### src/sv/efd_pkg.sv
// Shared types and constants for the escaped frame decoder.
// No dependencies; imported by every module of the block.
package efd_pkg;

  localparam logic [7:0] HEAD_TAIL_BYTE = 8'hFF;
  localparam logic [7:0] ESC_BYTE       = 8'hFE;
  localparam logic [7:0] ESC_FF_CODE    = 8'hFD;
  localparam logic [7:0] ESC_FE_CODE    = 8'hFC;

  localparam logic [7:0] HEARTBEAT_LEN = 8'd15;
  localparam logic [7:0] PROFILE_LEN   = 8'd9;
  localparam logic [7:0] PORT_POS      = 8'd2;
  localparam logic [7:0] ESC_START     = 8'd4;
  localparam logic [7:0] COUNT_MAX     = 8'd255;

  localparam int PAYLOAD_BASE  = 5;
  localparam int PAYLOAD_DEPTH = 10;

  localparam int FIFO_DEPTH = 2;
  localparam int FIFO_PTR_W = $clog2(FIFO_DEPTH);
  localparam int FIFO_CNT_W = $clog2(FIFO_DEPTH + 1);

  localparam int CFG_IDX_W = 2;
  localparam logic [CFG_IDX_W-1:0] CFG_HEARTBEAT_IDX = 2'd0;
  localparam logic [CFG_IDX_W-1:0] CFG_PROFILE_IDX   = 2'd1;

  localparam logic [7:0] HEARTBEAT_CODE_RST = 8'd1;
  localparam logic [7:0] PROFILE_CODE_RST   = 8'd2;

  typedef enum logic [2:0] {
    RPT_HEARTBEAT     = 3'd0,
    RPT_PROFILE       = 3'd1,
    RPT_BAD_HEARTBEAT = 3'd2,
    RPT_BAD_PROFILE   = 3'd3,
    RPT_UNKNOWN_PORT  = 3'd4
  } report_kind_e;

  // One finished frame as handed from the front end to the back end.
  typedef struct packed {
    logic [7:0]                         count;
    logic [7:0]                         port;
    logic [PAYLOAD_DEPTH-1:0][7:0]      payload;
  } frame_rec_t;

endpackage

### src/sv/efd_front.sv
// Front end: strips head bytes, undoes byte stuffing and collects the body.
// Depends on efd_pkg; emits one frame record per tail of a long enough body.
module efd_front (
  input  logic                clk_i,
  input  logic                rst_ni,
  input  logic                accept_i,
  input  logic [7:0]          rx_byte_i,
  output logic                rec_valid_o,
  output efd_pkg::frame_rec_t rec_o
);
  import efd_pkg::*;

  logic                          in_body_q, in_body_d;
  logic                          esc_q, esc_d;
  logic [7:0]                    count_q, count_d;
  logic [7:0]                    port_q, port_d;
  logic [PAYLOAD_DEPTH-1:0][7:0] payload_q, payload_d;

  logic       p0, p1;
  logic [7:0] v0, v1;
  logic [7:0] c1, c2;
  logic       emit;

  assign c1 = (count_q == COUNT_MAX) ? COUNT_MAX : count_q + 8'd1;
  assign c2 = (c1 == COUNT_MAX) ? COUNT_MAX : c1 + 8'd1;

  // Up to two decoded bytes land in one cycle: a released escape byte
  // followed by the plain byte that broke the escape.
  always_comb begin
    p0        = 1'b0;
    p1        = 1'b0;
    v0        = rx_byte_i;
    v1        = rx_byte_i;
    esc_d     = esc_q;
    in_body_d = in_body_q;
    emit      = 1'b0;
    if (!in_body_q) begin
      in_body_d = 1'b1;
      esc_d     = 1'b0;
    end else if (rx_byte_i != HEAD_TAIL_BYTE) begin
      if (esc_q) begin
        esc_d = 1'b0;
        p0    = 1'b1;
        if (rx_byte_i == ESC_FF_CODE) begin
          v0 = HEAD_TAIL_BYTE;
        end else if (rx_byte_i == ESC_FE_CODE) begin
          v0 = ESC_BYTE;
        end else begin
          v0 = ESC_BYTE;
          if (rx_byte_i == ESC_BYTE && c1 >= ESC_START) begin
            esc_d = 1'b1;
          end else begin
            p1 = 1'b1;
          end
        end
      end else if (rx_byte_i == ESC_BYTE && count_q >= ESC_START) begin
        esc_d = 1'b1;
      end else begin
        p0 = 1'b1;
      end
    end else begin
      // Tail: a pending escape is kept as a literal FE.
      if (esc_q) begin
        p0 = 1'b1;
        v0 = ESC_BYTE;
      end
      esc_d     = 1'b0;
      in_body_d = 1'b0;
      emit      = 1'b1;
    end
  end

  always_comb begin
    if (!in_body_q) begin
      count_d = '0;
    end else if (p1) begin
      count_d = c2;
    end else if (p0) begin
      count_d = c1;
    end else begin
      count_d = count_q;
    end

    port_d = port_q;
    if (p0 && count_q == PORT_POS) begin
      port_d = v0;
    end
    if (p1 && c1 == PORT_POS) begin
      port_d = v1;
    end

    payload_d = payload_q;
    for (int i = 0; i < PAYLOAD_DEPTH; i++) begin
      if (p0 && count_q == 8'(PAYLOAD_BASE + i)) begin
        payload_d[i] = v0;
      end
      if (p1 && c1 == 8'(PAYLOAD_BASE + i)) begin
        payload_d[i] = v1;
      end
    end
  end

  always_ff @(posedge clk_i or negedge rst_ni) begin
    if (!rst_ni) begin
      in_body_q <= 1'b0;
      esc_q     <= 1'b0;
      count_q   <= '0;
      port_q    <= '0;
    end else if (accept_i) begin
      in_body_q <= in_body_d;
      esc_q     <= esc_d;
      count_q   <= count_d;
      port_q    <= port_d;
    end
  end

  always_ff @(posedge clk_i) begin
    if (accept_i) begin
      payload_q <= payload_d;
    end
  end

  // Bodies with no port byte are dropped without a record.
  assign rec_valid_o   = accept_i && emit && (count_d > PORT_POS);
  assign rec_o.count   = count_d;
  assign rec_o.port    = port_d;
  assign rec_o.payload = payload_d;

endmodule

### src/sv/efd_frame_fifo.sv
// Short queue of finished frame records between the front and back ends.
// Depends on efd_pkg for the record type and the queue depth.
module efd_frame_fifo (
  input  logic                clk_i,
  input  logic                rst_ni,
  input  logic                wr_en_i,
  input  efd_pkg::frame_rec_t wr_data_i,
  input  logic                rd_en_i,
  output efd_pkg::frame_rec_t rd_data_o,
  output logic                full_o,
  output logic                empty_o
);
  import efd_pkg::*;

  frame_rec_t            mem_q [FIFO_DEPTH];
  logic [FIFO_PTR_W-1:0] wr_ptr_q, rd_ptr_q;
  logic [FIFO_CNT_W-1:0] cnt_q;
  logic                  do_wr, do_rd;

  assign full_o  = (cnt_q == FIFO_CNT_W'(FIFO_DEPTH));
  assign empty_o = (cnt_q == '0);
  assign do_wr   = wr_en_i && !full_o;
  assign do_rd   = rd_en_i && !empty_o;

  always_ff @(posedge clk_i or negedge rst_ni) begin
    if (!rst_ni) begin
      wr_ptr_q <= '0;
      rd_ptr_q <= '0;
      cnt_q    <= '0;
    end else begin
      if (do_wr) begin
        wr_ptr_q <= (wr_ptr_q == FIFO_PTR_W'(FIFO_DEPTH - 1)) ? '0 : wr_ptr_q + 1'b1;
      end
      if (do_rd) begin
        rd_ptr_q <= (rd_ptr_q == FIFO_PTR_W'(FIFO_DEPTH - 1)) ? '0 : rd_ptr_q + 1'b1;
      end
      if (do_wr && !do_rd) begin
        cnt_q <= cnt_q + 1'b1;
      end else if (do_rd && !do_wr) begin
        cnt_q <= cnt_q - 1'b1;
      end
    end
  end

  always_ff @(posedge clk_i) begin
    if (do_wr) begin
      mem_q[wr_ptr_q] <= wr_data_i;
    end
  end

  assign rd_data_o = mem_q[rd_ptr_q];

endmodule

### src/sv/efd_back.sv
// Back end: classifies a finished frame by port code and length and builds
// the report in an output register. Depends on efd_pkg.
module efd_back (
  input  logic                clk_i,
  input  logic                rst_ni,
  input  logic [7:0]          hb_code_i,
  input  logic [7:0]          prof_code_i,
  input  logic                rec_avail_i,
  input  efd_pkg::frame_rec_t rec_i,
  output logic                rec_take_o,
  input  logic                pop_i,
  output logic                out_valid_o,
  output logic [2:0]          report_kind_o,
  output logic [7:0]          car_number_o,
  output logic [7:0]          car_status_o,
  output logic signed [31:0]  position_now_o,
  output logic signed [31:0]  position_goal_o,
  output logic [31:0]         profile_word_o,
  output logic [7:0]          frame_length_o
);
  import efd_pkg::*;

  logic         valid_q;
  report_kind_e kind_q, kind_d;
  logic [7:0]   car_q, car_d, stat_q, stat_d, len_q;
  logic [31:0]  now_q, now_d, goal_q, goal_d, prof_q, prof_d;
  logic         load;

  // Heartbeat wins when both codes are equal.
  always_comb begin
    kind_d = RPT_UNKNOWN_PORT;
    car_d  = '0;
    stat_d = '0;
    now_d  = '0;
    goal_d = '0;
    prof_d = '0;
    if (rec_i.port == hb_code_i) begin
      if (rec_i.count == HEARTBEAT_LEN) begin
        kind_d = RPT_HEARTBEAT;
        car_d  = rec_i.payload[0];
        stat_d = rec_i.payload[1];
        now_d  = {rec_i.payload[2], rec_i.payload[3], rec_i.payload[4], rec_i.payload[5]};
        goal_d = {rec_i.payload[6], rec_i.payload[7], rec_i.payload[8], rec_i.payload[9]};
      end else begin
        kind_d = RPT_BAD_HEARTBEAT;
      end
    end else if (rec_i.port == prof_code_i) begin
      if (rec_i.count == PROFILE_LEN) begin
        kind_d = RPT_PROFILE;
        prof_d = {rec_i.payload[0], rec_i.payload[1], rec_i.payload[2], rec_i.payload[3]};
      end else begin
        kind_d = RPT_BAD_PROFILE;
      end
    end
  end

  // The output register frees up in the same cycle its request is popped.
  assign load       = rec_avail_i && (!valid_q || pop_i);
  assign rec_take_o = load;

  always_ff @(posedge clk_i or negedge rst_ni) begin
    if (!rst_ni) begin
      valid_q <= 1'b0;
    end else if (load) begin
      valid_q <= 1'b1;
    end else if (pop_i) begin
      valid_q <= 1'b0;
    end
  end

  always_ff @(posedge clk_i) begin
    if (load) begin
      kind_q <= kind_d;
      car_q  <= car_d;
      stat_q <= stat_d;
      now_q  <= now_d;
      goal_q <= goal_d;
      prof_q <= prof_d;
      len_q  <= rec_i.count;
    end
  end

  assign out_valid_o     = valid_q;
  assign report_kind_o   = kind_q;
  assign car_number_o    = car_q;
  assign car_status_o    = stat_q;
  assign position_now_o  = now_q;
  assign position_goal_o = goal_q;
  assign profile_word_o  = prof_q;
  assign frame_length_o  = len_q;

endmodule

### src/sv/escaped_frame_decoder_core.sv
// Byte-stuffed frame decoder: one received byte per cycle while not full, one report per frame with a port byte.
// A report passes from its accepted tail byte through the frame queue into the output register.
// Throughput: one byte per cycle; the two-entry frame queue and output register
// absorb output stalls, and push stops only while the frame queue is full.
// Reset: asynchronous, active low; clears control state and the port codes
// to 1 and 2; the first byte after reset is taken as a head byte.
module escaped_frame_decoder_core (
  input  logic                clk_i,
  input  logic                rst_ni,
  input  logic                push,
  output logic                full,
  input  logic [7:0]          rx_byte_i,
  output logic                empty,
  input  logic                pop,
  output logic [2:0]          report_kind_o,
  output logic [7:0]          car_number_o,
  output logic [7:0]          car_status_o,
  output logic signed [31:0]  position_now_o,
  output logic signed [31:0]  position_goal_o,
  output logic [31:0]         profile_word_o,
  output logic [7:0]          frame_length_o,
  input  logic                cfg_valid_i,
  output logic                cfg_ready_o,
  input  logic [efd_pkg::CFG_IDX_W-1:0] cfg_index_i,
  input  logic [7:0]          cfg_data_i
);
  import efd_pkg::*;

  logic [7:0] hb_q, prof_q;
  logic       accept;
  logic       rec_valid, rec_take, fifo_full, fifo_empty, out_valid;
  frame_rec_t rec_wr, rec_rd;

  assign cfg_ready_o = 1'b1;

  always_ff @(posedge clk_i or negedge rst_ni) begin
    if (!rst_ni) begin
      hb_q   <= HEARTBEAT_CODE_RST;
      prof_q <= PROFILE_CODE_RST;
    end else if (cfg_valid_i && cfg_ready_o) begin
      case (cfg_index_i)
        CFG_HEARTBEAT_IDX: hb_q   <= cfg_data_i;
        CFG_PROFILE_IDX:   prof_q <= cfg_data_i;
        default: ;
      endcase
    end
  end

  assign full   = fifo_full;
  assign accept = push && !full;

  efd_front u_front (
    .clk_i       (clk_i),
    .rst_ni      (rst_ni),
    .accept_i    (accept),
    .rx_byte_i   (rx_byte_i),
    .rec_valid_o (rec_valid),
    .rec_o       (rec_wr)
  );

  efd_frame_fifo u_fifo (
    .clk_i     (clk_i),
    .rst_ni    (rst_ni),
    .wr_en_i   (rec_valid),
    .wr_data_i (rec_wr),
    .rd_en_i   (rec_take),
    .rd_data_o (rec_rd),
    .full_o    (fifo_full),
    .empty_o   (fifo_empty)
  );

  efd_back u_back (
    .clk_i           (clk_i),
    .rst_ni          (rst_ni),
    .hb_code_i       (hb_q),
    .prof_code_i     (prof_q),
    .rec_avail_i     (!fifo_empty),
    .rec_i           (rec_rd),
    .rec_take_o      (rec_take),
    .pop_i           (pop && out_valid),
    .out_valid_o     (out_valid),
    .report_kind_o   (report_kind_o),
    .car_number_o    (car_number_o),
    .car_status_o    (car_status_o),
    .position_now_o  (position_now_o),
    .position_goal_o (position_goal_o),
    .profile_word_o  (profile_word_o),
    .frame_length_o  (frame_length_o)
  );

  assign empty = !out_valid;

endmodule
### config.mk
export PLATFORM = sky130hd
export DESIGN_NAME = escaped_frame_decoder_core
export DESIGN_NICKNAME = d
export VERILOG_FILES = /design/src/sv/efd_pkg.sv /design/src/sv/efd_front.sv /design/src/sv/efd_frame_fifo.sv /design/src/sv/efd_back.sv /design/src/sv/escaped_frame_decoder_core.sv
export SDC_FILE = /design/constraint.sdc
export NUM_CORES = 1
export LEC_CHECK = 0
export BUFFER_PORTS_ARGS = -buffer_cell sky130_fd_sc_hd__buf_2
export CAP_MARGIN = 20
export CORE_ASPECT_RATIO = 0.8
export CORE_MARGIN = 1
export CORE_UTILIZATION = 45
export CTS_BUF_LIST = sky130_fd_sc_hd__clkbuf_2 sky130_fd_sc_hd__clkbuf_4 sky130_fd_sc_hd__clkbuf_8
export DETAILED_ROUTE_END_ITERATION = 7
export PLACE_DENSITY = 0.64
export SETUP_SLACK_MARGIN = 0.02
export SLEW_MARGIN = 10
export SYNTH_ARGS = -nofsm -noshare
export SYNTH_HDL_FRONTEND = slang
export SYNTH_HIERARCHICAL = 1
export SYNTH_SLANG_ARGS = --single-unit
### constraint.sdc
create_clock -name clk_i -period 27.4 [get_ports clk_i]
set_input_delay 4.11 -clock clk_i [delete_from_list [all_inputs] [get_ports clk_i]]
set_output_delay 4.11 -clock clk_i [all_outputs]
set_load 0.03 [all_outputs]
==> flow_summary_export.csv <==
group,metric,value,unit
clock_tree,cts_sinks,434,
critical_path,crit_arrival,7.99,ns
critical_path,worstRegToRegCells,10,
place,pre_cts_ws,19.04,ns
finish,post-route-cell-area,20730,um2
finish,syn_to_final_growth,14.34,%
critical_path,reg2reg_from,"u_front/count_q[0]$_DFFE_PN0P_",
synth,synth_top_flop_cell,"edfxtp_1",
floorplanning,die_x,226.4,um
place,port_buffers,147,
critical_path,cp.required,27.62,ns
route,post_drt_via_cell_ratio,5.244,
clock_tree,cts-resized-gates,0,
outcome,status,"finished clean",
clock_tree,cts_setup_buffers,0,
route,drt_wl_total,37170,um
hold_path,hold_class,"register to register",
route,dr.pass1.iters,7,
clock_tree,clockRootBuffer,"clkbuf_8",
finish,nets,1312,
synth,syn-cell-area,18130,um2
floorplanning,dieHeight,181.5,um
place,dp_hpwl,23150,um
route,via_count,9832,
finish,n_antenna_cell,0,
hold_path,holdPathEnd,"u_front/port_q[1]$_DFFE_PN0P_",
critical_path,endpoint_kind,"register",
place,placed_area,19330,um2
timing,max_freq,0.1288,GHz
timing,post-route-period-util,0.2834,
clock_tree,insertion_delay,0.63,ns
synth,synth_seq_cells,434,
route,wl_per_cell,19.83,um
synth,synth_edf_count,395,
grt,grt_max_degree,73,
clock_tree,cts_buffer_depth,3,
grt,gr-total-overflow,0,
power,powerDensity,105.1,nW/um2
critical_path,r2r_slack,22.36,ns
timing,relSlewSlack,0.2870,
route,ant_nets,0,
hold_path,hp-start,"u_front/port_q[1]$_DFFE_PN0P_",
synth,syn_nets,1137,
clock_tree,cts_made_buffers,71,
timing,slew_viol_final,0,
floorplanning,ios,149,
timing,setup_violations,0,
clock_tree,clk_pin_slew,0.06,ns
grt,track_usage,0.1846,
power,p_leak,7.601,nW
synth,post_synth_num_cell_types,70,
floorplanning,core_area,39610,um2
clock_tree,cts_tree,"done",
grt,grt_pass1_vias,9780,
power,power,2.179,mW
synth,ys_seq_area_frac,0.7083,
critical_path,cp_max_fo,51,
timing,skew,0.03115,ns
route,drt_iter0_markers,746,
critical_path,cp-start-kind,"input port",
synth,synthArstFlopShare,0.08986,
route,drc,0,
grt,antenna_found_initial,1,
timing,worst_pin_slew,1.069,ns
grt,grt_pass1_wl,57310,um
critical_path,regToRegEndpoint,"u_fifo/mem_q[1][42]$_DFFE_PP_",
timing,hold_viol,0,
timing,period_needed,7.765,ns
synth,syn_inst,1109,
clock_tree,htree_levels,3,
place,globalplace.congestion,0.8520,
floorplanning,dieArea,41100,um2
timing,fin_tns_setup,0,ns
floorplanning,row_count,65,
finish,final_common_cell,"edfxtp_1",
timing,rsz0062_at_grt,"no",
finish,drive_gt1_frac,0.3391,
hold_path,whs_path_depth,1,
floorplanning,initial_core_util,0.4577,
timing,fin_ws,19.64,ns
power,ir_drop,0.00007577,V
flow_run,drv_cap,0,
critical_path,crit_type,"input port to register",
synth,syn_area_per_cell,16.35,um2
finish,mostFrequentLayoutCells,"edfxtp_1 (395), buf_2 (147), mux2_2 (89)",
clock_tree,hold_buffers,0,
synth,ys_warn_count,6,
==> layout make-up <==
| type | count | area (um2) |
|---|---|---|
| tap | 536 | 670.6 |
| clock inverter | 35 | 251.5 |
| clock buffer | 93 | 1149 |
| sequential | 434 | 12840 |
| timing repair buffer | 157 | 810.8 |
| fill | 3305 | 18880 |
| inverter | 41 | 153.9 |
| multi-input combinational | 579 | 4848 |
==> logic make-up (layout without fill, tap and decap cells) <==
family | Yosys count | after routing | synth area share
simple gates | 261 | 261 | 0.09097
other cells | 1 | 1 | 0.0002069
mux | 134 | 134 | 0.08841
buf+inv | 96 | 326 | 0.02609
xor+xnor | 27 | 27 | 0.01304
fa+ha+maj | 5 | 5 | 0.003451
flops | 434 | 434 | 0.7083
compound gates | 151 | 151 | 0.06957
==> cells in the mapped netlist, types with 2 or more instances <==
library cell	count	area, um2
dfstp_2	2	52.55
o21a_1	8	60.06
clkbuf_1	16	60.06
buf_6	9	101.4
mux2i_1	15	150.1
a31oi_1	6	37.54
or2_2	2	12.51
nand3b_1	2	15.01
and2_1	88	550.5
o31ai_1	2	15.01
and3_1	5	31.28
nor3_1	4	20.02
nor3_2	32	320.3
edfxtp_1	395	11860
o22a_1	85	744.5
a221oi_2	3	45.04
o21ai_2	2	17.52
or4_4	2	22.52
dfrtp_1	37	925.9
buf_2	24	120.1
nor2b_1	6	37.54
nand2_1	48	180.2
a21boi_2	4	45.04
xnor2_1	15	131.4
mux2_2	89	1002
inv_1	41	153.9
o21ai_0	9	45.04
a21oi_1	13	65.06
buf_1	2	7.510
nor2_1	28	105.1
o211ai_1	3	22.52
mux2_4	30	450.4
and4_1	2	17.52
nand3_1	8	40.04
a211oi_1	3	22.52
ha_1	5	62.56
nor3b_1	2	15.01
nand4_1	5	31.28
buf_4	4	30.03
xor2_1	12	105.1
nand2b_1	9	56.30
nor4_1	4	25.02
==> sequential cells by signal (all words and copies together) (netlist names), 32 cells and up <==
| name | cells |
|---|---|
| u_fifo/mem_q | 192 |
| u_back/position_goal_o | 32 |
| u_front/payload_q | 80 |
| u_back/profile_word_o | 32 |
| u_back/position_now_o | 32 |
==> metal layers <==
metal  GRT usage  wire length (um)
met1      0.2768             17960
met2      0.2682             16620
met3     0.03738              1841
met4     0.05973               737
met5           0                12
==> power by group <==
group / switching (mW) / internal [mW]
Clock: 0.253 / 0.304
Sequential: 0.0682 / 0.925
Combinational: 0.415 / 0.214
==> per-stage QoR <==
stage	instances	utilization	hold WS [ns]
after floorplan	1109	-	0.4606
after global placement	1747	0.4880	0.4744
after detailed placement	1747	0.4880	0.4779
after CTS	1875	0.5233	0.4960
after global routing	1875	0.5233	0.5028
final	1875	0.5233	0.4936
==> worst max-delay path by stage <==
stage / startpoint / to / slack (ns) / cells after the start
floorplan: push / u_fifo/mem_q[0][0]$_DFFE_PP_ / 13.90 / 7
global placement: rx_byte_i[6] / u_fifo/mem_q[1][44]$_DFFE_PP_ / 19.09 / 10
detailed placement: rx_byte_i[2] / u_fifo/mem_q[1][44]$_DFFE_PP_ / 19.04 / 10
CTS: rx_byte_i[6] / u_fifo/mem_q[1][44]$_DFFE_PP_ / 19.69 / 10
global route: rx_byte_i[7] / u_fifo/mem_q[1][43]$_DFFE_PP_ / 19.44 / 10
finish: rx_byte_i[7] / u_fifo/mem_q[1][42]$_DFFE_PP_ / 19.64 / 10
==> critical path: stages <==
cell and delay (ns):
buf_2 0.39, and4_1 0.30, nand4_1 0.31, o21ai_2 0.47, o32ai_1 0.16, a221oi_2 0.42
a211oi_1 0.10, a31oi_1 0.23, and3_4 0.66, buf_4 0.72
(Power assumes the default switching activity.)
